<file path="config.mk">
export PLATFORM = sky130hd
export DESIGN_NAME = pfb_ctrl
export DESIGN_NICKNAME = d
export VERILOG_FILES = /design/src/design/pfb_pkg.sv /design/src/design/pfb_ctrl.sv
export SDC_FILE = /design/constraint.sdc
export NUM_CORES = 1
export LEC_CHECK = 0
export BUFFER_PORTS_ARGS = -buffer_cell sky130_fd_sc_hd__buf_2
export CORE_AREA = 2 2 39 41
export CTS_CLUSTER_SIZE = 10
export DETAILED_ROUTE_END_ITERATION = 8
export DIE_AREA = 0 0 41 43
export PLACE_DENSITY = 0.48
export SYNTH_ARGS = -nofsm -noshare
export SYNTH_HDL_FRONTEND = slang
export SYNTH_SLANG_ARGS = --single-unit
</file>
<file path="constraint.sdc">
create_clock -name clk -period 1.3 [get_ports clk]
set_input_delay 0.13 -clock clk [delete_from_list [all_inputs] [get_ports clk]]
set_output_delay 0.13 -clock clk [all_outputs]
set_load 0.1 [all_outputs]
</file>
<file path="src/design/pfb_pkg.sv">
// Package for the page framebuffer blit block: frame geometry, codes and the
// command/status structs between controller and datapath. No dependencies.
`timescale 1ns / 1ps
package pfb_pkg;

  localparam int FRAME_WIDTH  = 128;
  localparam int FRAME_HEIGHT = 64;
  localparam int PAGE_ROWS    = 8;
  localparam int NUM_PAGES    = FRAME_HEIGHT / PAGE_ROWS;
  localparam int STORE_DEPTH  = FRAME_WIDTH * NUM_PAGES;

  localparam int COL_W  = $clog2(FRAME_WIDTH);
  localparam int ROW_W  = $clog2(FRAME_HEIGHT);
  localparam int PAGE_W = $clog2(NUM_PAGES);
  localparam int BIT_W  = $clog2(PAGE_ROWS);
  localparam int ADDR_W = $clog2(STORE_DEPTH);

  typedef enum logic [1:0] {
    MODE_BEGIN = 2'd0,
    MODE_DATA  = 2'd1,
    MODE_READ  = 2'd2,
    MODE_NONE  = 2'd3
  } mode_t;

  typedef enum logic [1:0] {
    STAT_DONE   = 2'd0,
    STAT_REJECT = 2'd1,
    STAT_DROP   = 2'd2
  } status_t;

  typedef enum logic [2:0] {
    ST_CLEAR,
    ST_IDLE,
    ST_DISPATCH,
    ST_RMW,
    ST_FLUSH,
    ST_READ,
    ST_RESP
  } state_t;

  typedef struct packed {
    logic latch;
    logic clr_step;
    logic apply_begin;
    logic drop;
    logic rmw_rd;
    logic cursor_adv;
    logic rd_page;
    logic take_page;
  } pfb_cmd_t;

  typedef struct packed {
    logic  clr_last;
    mode_t mode;
    logic  data_ok;
    logic  pix_last;
  } pfb_stat_t;

endpackage

</file>
<file path="src/design/pfb_ctrl.sv">
// Controller state machine of the page framebuffer blit block.
// Depends on pfb_pkg; drives pfb_datapath through pfb_cmd_t.
`timescale 1ns / 1ps
module pfb_ctrl import pfb_pkg::*; (
  input  logic      clk,
  input  logic      rst,
  input  logic      start,
  output logic      busy,
  output logic      done,
  input  pfb_stat_t stat,
  output pfb_cmd_t  cmd
);

  state_t state;
  state_t state_next;

  always_ff @(posedge clk) begin
    if (rst) begin
      state <= ST_CLEAR;
    end else begin
      state <= state_next;
    end
  end

  always_comb begin
    state_next = state;
    case (state)
      ST_CLEAR: begin
        if (stat.clr_last) state_next = ST_IDLE;
      end
      ST_IDLE: begin
        if (start) state_next = ST_DISPATCH;
      end
      ST_DISPATCH: begin
        case (stat.mode)
          MODE_BEGIN: state_next = ST_RESP;
          MODE_DATA:  state_next = stat.data_ok ? ST_RMW : ST_RESP;
          MODE_READ:  state_next = ST_READ;
          MODE_NONE:  state_next = ST_RESP;
          default:    state_next = ST_RESP;
        endcase
      end
      ST_RMW: begin
        if (stat.pix_last) state_next = ST_FLUSH;
      end
      ST_FLUSH: state_next = ST_RESP;
      ST_READ:  state_next = ST_RESP;
      ST_RESP:  state_next = ST_IDLE;
      default:  state_next = ST_IDLE;
    endcase
  end

  always_comb begin
    cmd  = '0;
    busy = 1'b1;
    done = 1'b0;
    case (state)
      ST_CLEAR: cmd.clr_step = 1'b1;
      ST_IDLE: begin
        busy      = 1'b0;
        cmd.latch = start;
      end
      ST_DISPATCH: begin
        case (stat.mode)
          MODE_BEGIN: cmd.apply_begin = 1'b1;
          MODE_DATA: begin
            cmd.drop = !stat.data_ok;
          end
          MODE_READ: cmd.rd_page = 1'b1;
          MODE_NONE: cmd = '0;
          default:   cmd = '0;
        endcase
      end
      ST_RMW:   cmd.rmw_rd = 1'b1;
      ST_FLUSH: cmd.cursor_adv = 1'b1;
      ST_READ:  cmd.take_page = 1'b1;
      ST_RESP:  done = 1'b1;
      default:  cmd = '0;
    endcase
  end

endmodule

</file>
# Yosys cells after proc, flatten, opt, wreduce, memory -nomap -nowiden
# Cells that the tools add are included.
[word_totals] reg_bits=3 inputBits=8 out_inout_bits=10 wordCells=37
[classes] eq_ne=12 mux=18 reduce_logical=6
[op_table] cell="3-bit one-hot mux with 5 select lines" n=1
[op_table] cell="3-bit two-way mux" n=4
[op_table] cell="1-bit two-way mux" n=11
[op_table] cell="3-bit equality test (second input constant)" n=3
[op_table] cell="3-bit one-hot mux with 3 select lines" n=1
[op_table] cell="3-bit by 2-bit equality test with 1-bit output (second input constant)" n=2
[op_table] cell="2-bit inequality test (second input constant)" n=3
[op_table] cell="2-bit equality test (second input constant)" n=2
[op_table] cell="2-bit OR reduction" n=2
[op_table] cell="3-bit by 1-bit equality test with 1-bit output (second input constant)" n=1
[op_table] cell="3-bit logical NOT" n=1
[op_table] cell="3-bit AND reduction" n=1
[op_table] cell="2-bit by 1-bit equality test with 1-bit output (second input constant)" n=1
[op_table] cell="2-bit logical NOT" n=1
[op_table] cell="2-bit two-way mux" n=1
[op_table] cell="1-bit logical NOT" n=1

# Depth between registers and ports, before layout
[depth] word_depth=4 mapped_depth=4 mapped_depth_nobuf=3

# Least setup slack after synthesis
# OpenSTA, ideal clock, no wires.
[synth_timing] path_type="flip-flop to output port" startpoint="reg state[1]" endpoint="out cmd[4] in the netlist's numbering" arrival_ns=3.896 required_ns=1.170 slack_ns=-2.726 stages_incl_launch_ff=3 path_buffers=0 cell_sequence="dfxtp_1 or3b_4 nor4b_1"
[synth_rtl] element="start, declared" line="pfb_ctrl.sv:14" source="state_t state;"
[synth_rtl] element="start signal, assigned" line="pfb_ctrl.sv:21" source="state <= state_next;"
[synth_rtl] element="end, declared" line="pfb_ctrl.sv:11" source="output pfb_cmd_t cmd"

==> metrics.md <==
| Metric | Value |
|---|---|
| Status | complete, but fails checks |
| Violated checks | setup timing |
| Area delta synth->final | 181% |
| Vias in the first global route | 333 |
| H-tree Lvls | 1 |
| Share of cells above drive strength 1 | 75.8% |
| Sw Ratio | 43.1% |
| Final HPWL DP | 580 um |
| Gr busiest metal | met2 |
| Max-slew violation count | 0 |
| Met3 GRT Util | 5.24% |
| Clock Path Buffers | 2 |
| Filler Cell Count | 136 |
| Dpl ws | -0.0600 ns |
| Ranking of synthesized cells by area | dfxtp_1, nand2b_1, a221oi_2 |
| Vias post-DR | 363 |
| Met2 Use GR | 17.2% |
| CTS buffer count | 3 |
| First-pass DRT Iterations | 4 |
| GRT met1 Usage | 11.6% |
| Post-Syn Nets | 42 |
| Most flop-heavy register | state |
| Final worst path period share | 123% |
| Max FFs per register | 3 |
| Most frequent cells in the layout | buf_12, buf_2, buf_4 |
| Final hold vios | 0 |
| Critical path peak fanout | 4 |
| Worst r2r path cells | 6 |
| Commonest non-fill, non-tap cell in the layout | buf_12 |
| Period minus WS final | 1.60 ns |
| Slew headroom | 83.0% |
| Hold Buf Count CTS | 0 |
| Finished Core Util | 50.6% |
| Root Driver | clkbuf_4 |
| RR Startpoint | state[1]$_SDFFE_PP0P_ |
| Pwr Total | 662 uW |
| Critical Path RT | 1.17 ns |
| WHS Path Cells | 2 |
| CP Class | flip-flop to output pin |
| Initial detailed-routing violation count | 3 |
| Num ports | 18 |
| Rows | 14 |
| Fmax | 624 MHz |
| Net switching power figure | 286 uW |
| Diodes inserted | 0 |
| Die Y-Extent | 43 um |
| Arrival time worst endpoint | 1.47 ns |
| Hold Crit Start | rst |
| Nets | 71 |
| Post-route ant nets | 0 |
| DR WL/cell | 10.1 um |
| GR Overflow Total | 0 |
| # port buffers | 17 |
| Max cap viols | 0 |
| Largest net degree at the start of global routing | 9 |
| Avg Cell Area, Syn | 7.32 um^2 |
| Core area | 1380 um^2 |
| Starting Density | 18.0% |
| Power Dens Cells | 945 nW/um^2 |
| Startpoint Class | flip-flop |
| Area share of the largest cell type after synthesis | 24.1% |
| Clock power share | 24.7% |
| Sequential fraction of the synthesis area | 24.1% |
| Synth Cell Area | 249 um^2 |
| DIE WIDTH | 41 um |
| Leakage | 0.000281 uW |
| Multi-input logic area | 274 um^2 |
| Clk pin slew, worst setup/hold paths | 0.04 ns |
| Slew @ Worst Pin | 0.254 ns |
| P_int | 377 uW |
| Storage cell area | 66.3 um^2 |
| Crit. End Element | output pin |
| Later-pin clock latency in the skew report | 0.23 ns |
| Die footprint | 1760 um^2 |
| Wirelength, routed | 786 um |
| Max VDD drop | 0.417 mV |
| Via-to-Cell Ratio | 4.65 |
| Unrepaired setup endpoints after global routing | true |
| Total GRT Usage | 11.4% |
| Reg power frac | 16.1% |
| Gpl congestion | 0.771 |
| Syn Inst Count | 34 |
| Seq cells post-synth | 3 |
| Clk sinks | 3 |
| Synth Warn # | 0 |
| Fin worst setup slack | -0.303 ns |
| CTS tree | yes |
| Fin Setup TNS | -1.23 ns |
| Clock skew | 0.00449 ns |
| Setup violators final | 8 |
| Worst Hold Class | input port to flip-flop |
| Crit path from | state[1]$_SDFFE_PP0P_ |
| Number of antenna violations at the first check in global routing | 0 |
| DRC | 0 |
| Comb power frac | 59.2% |
| First-pass GRT wire length | 1.30 mm |
| Netlist cell types | 21 |
| Largest area contributor in the netlist | dfxtp_1 |
| Largest regs | state (3) |
[worst paths after layout]
check	endpoint	slack, ns
max	cmd[4]	-0.30
min	state[0]$_SDFFE_PP0P_	0.1
max reg2reg	state[0]$_SDFFE_PP0P_	0.01
min reg2reg	state[0]$_SDFFE_PP0P_	0.70
[final cells by class]
class                           instances  area share [%]
Clock buffer                            4            3.75
Inverter                                2            1.07
Timing Repair Buffer                   25            43.7
Multi-Input combinational cell         28            39.1
Sequential cell                         3            9.46
Tap cell                               16            2.86
[metrics by stage]
| step | area [um^2] | hold WS [ns] | cells |
|---|---|---|---|
| 2_1_floorplan | 325 | 0.189 | 34 |
| 3_3_place_gp | 599 | 0.330 | 70 |
| 3_5_place_dp | 599 | 0.331 | 70 |
| 4_1_cts | 678 | 0.0861 | 77 |
| 5_1_grt | 701 | 0.0850 | 78 |
| 6_report | 701 | 0.0961 | 78 |
[Yosys cell counts]
library cell / instances
nor2_1: 4
dfxtp_1: 3
nand2_1: 3
nand2b_1: 3
a21oi_1: 2
and3_1: 2
inv_1: 2
nor3_1: 2
a21o_1: 1
a221oi_1: 1
a221oi_2: 1
and2_1: 1
buf_2: 1
nand3b_1: 1
nor2b_1: 1
nor4b_1: 1
o211ai_1: 1
o21ai_0: 1
o2bb2ai_1: 1
or2_1: 1
or3b_4: 1
[critical path, cell delays in order, from the launching register on]
cell	delay, ns
dfxtp_4	0.33
or3b_4	0.42
nor4b_4	0.28
buf_12	0.21
[repair_timing]
action,4_1_cts,5_1_grt
buffers inserted,3,1
endpoints found under the setup margin,8,9
pin swaps,2,4
resized for setup,9,5
[logic make-up (layout without fill, tap and decap cells)]
family / Yosys count / count (layout) / share of synthesized area [%]
and+or+nand+nor: 20 / 20 / 45.7
AOI/OAI and AO/OA: 8 / 8 / 25.1
DFF: 3 / 3 / 24.1
buffers and inverters: 3 / 31 / 5.02
[layer usage]
metal	vias up	wire, um
li1	181	-
met1	164	292
met2	16	437
met3	2	46
met4	0	10
met5	-	0
[power groups by stage]
stage	clock network, uW	logic [uW]	registers, uW
2_1_floorplan	0	221	113
6_report	164	392	107
3_3_place_gp	0	343	106
3_5_place_dp	0	343	107
5_1_grt	182	410	107
4_1_cts	170	378	106
Power figures use the tool's default switching activity.
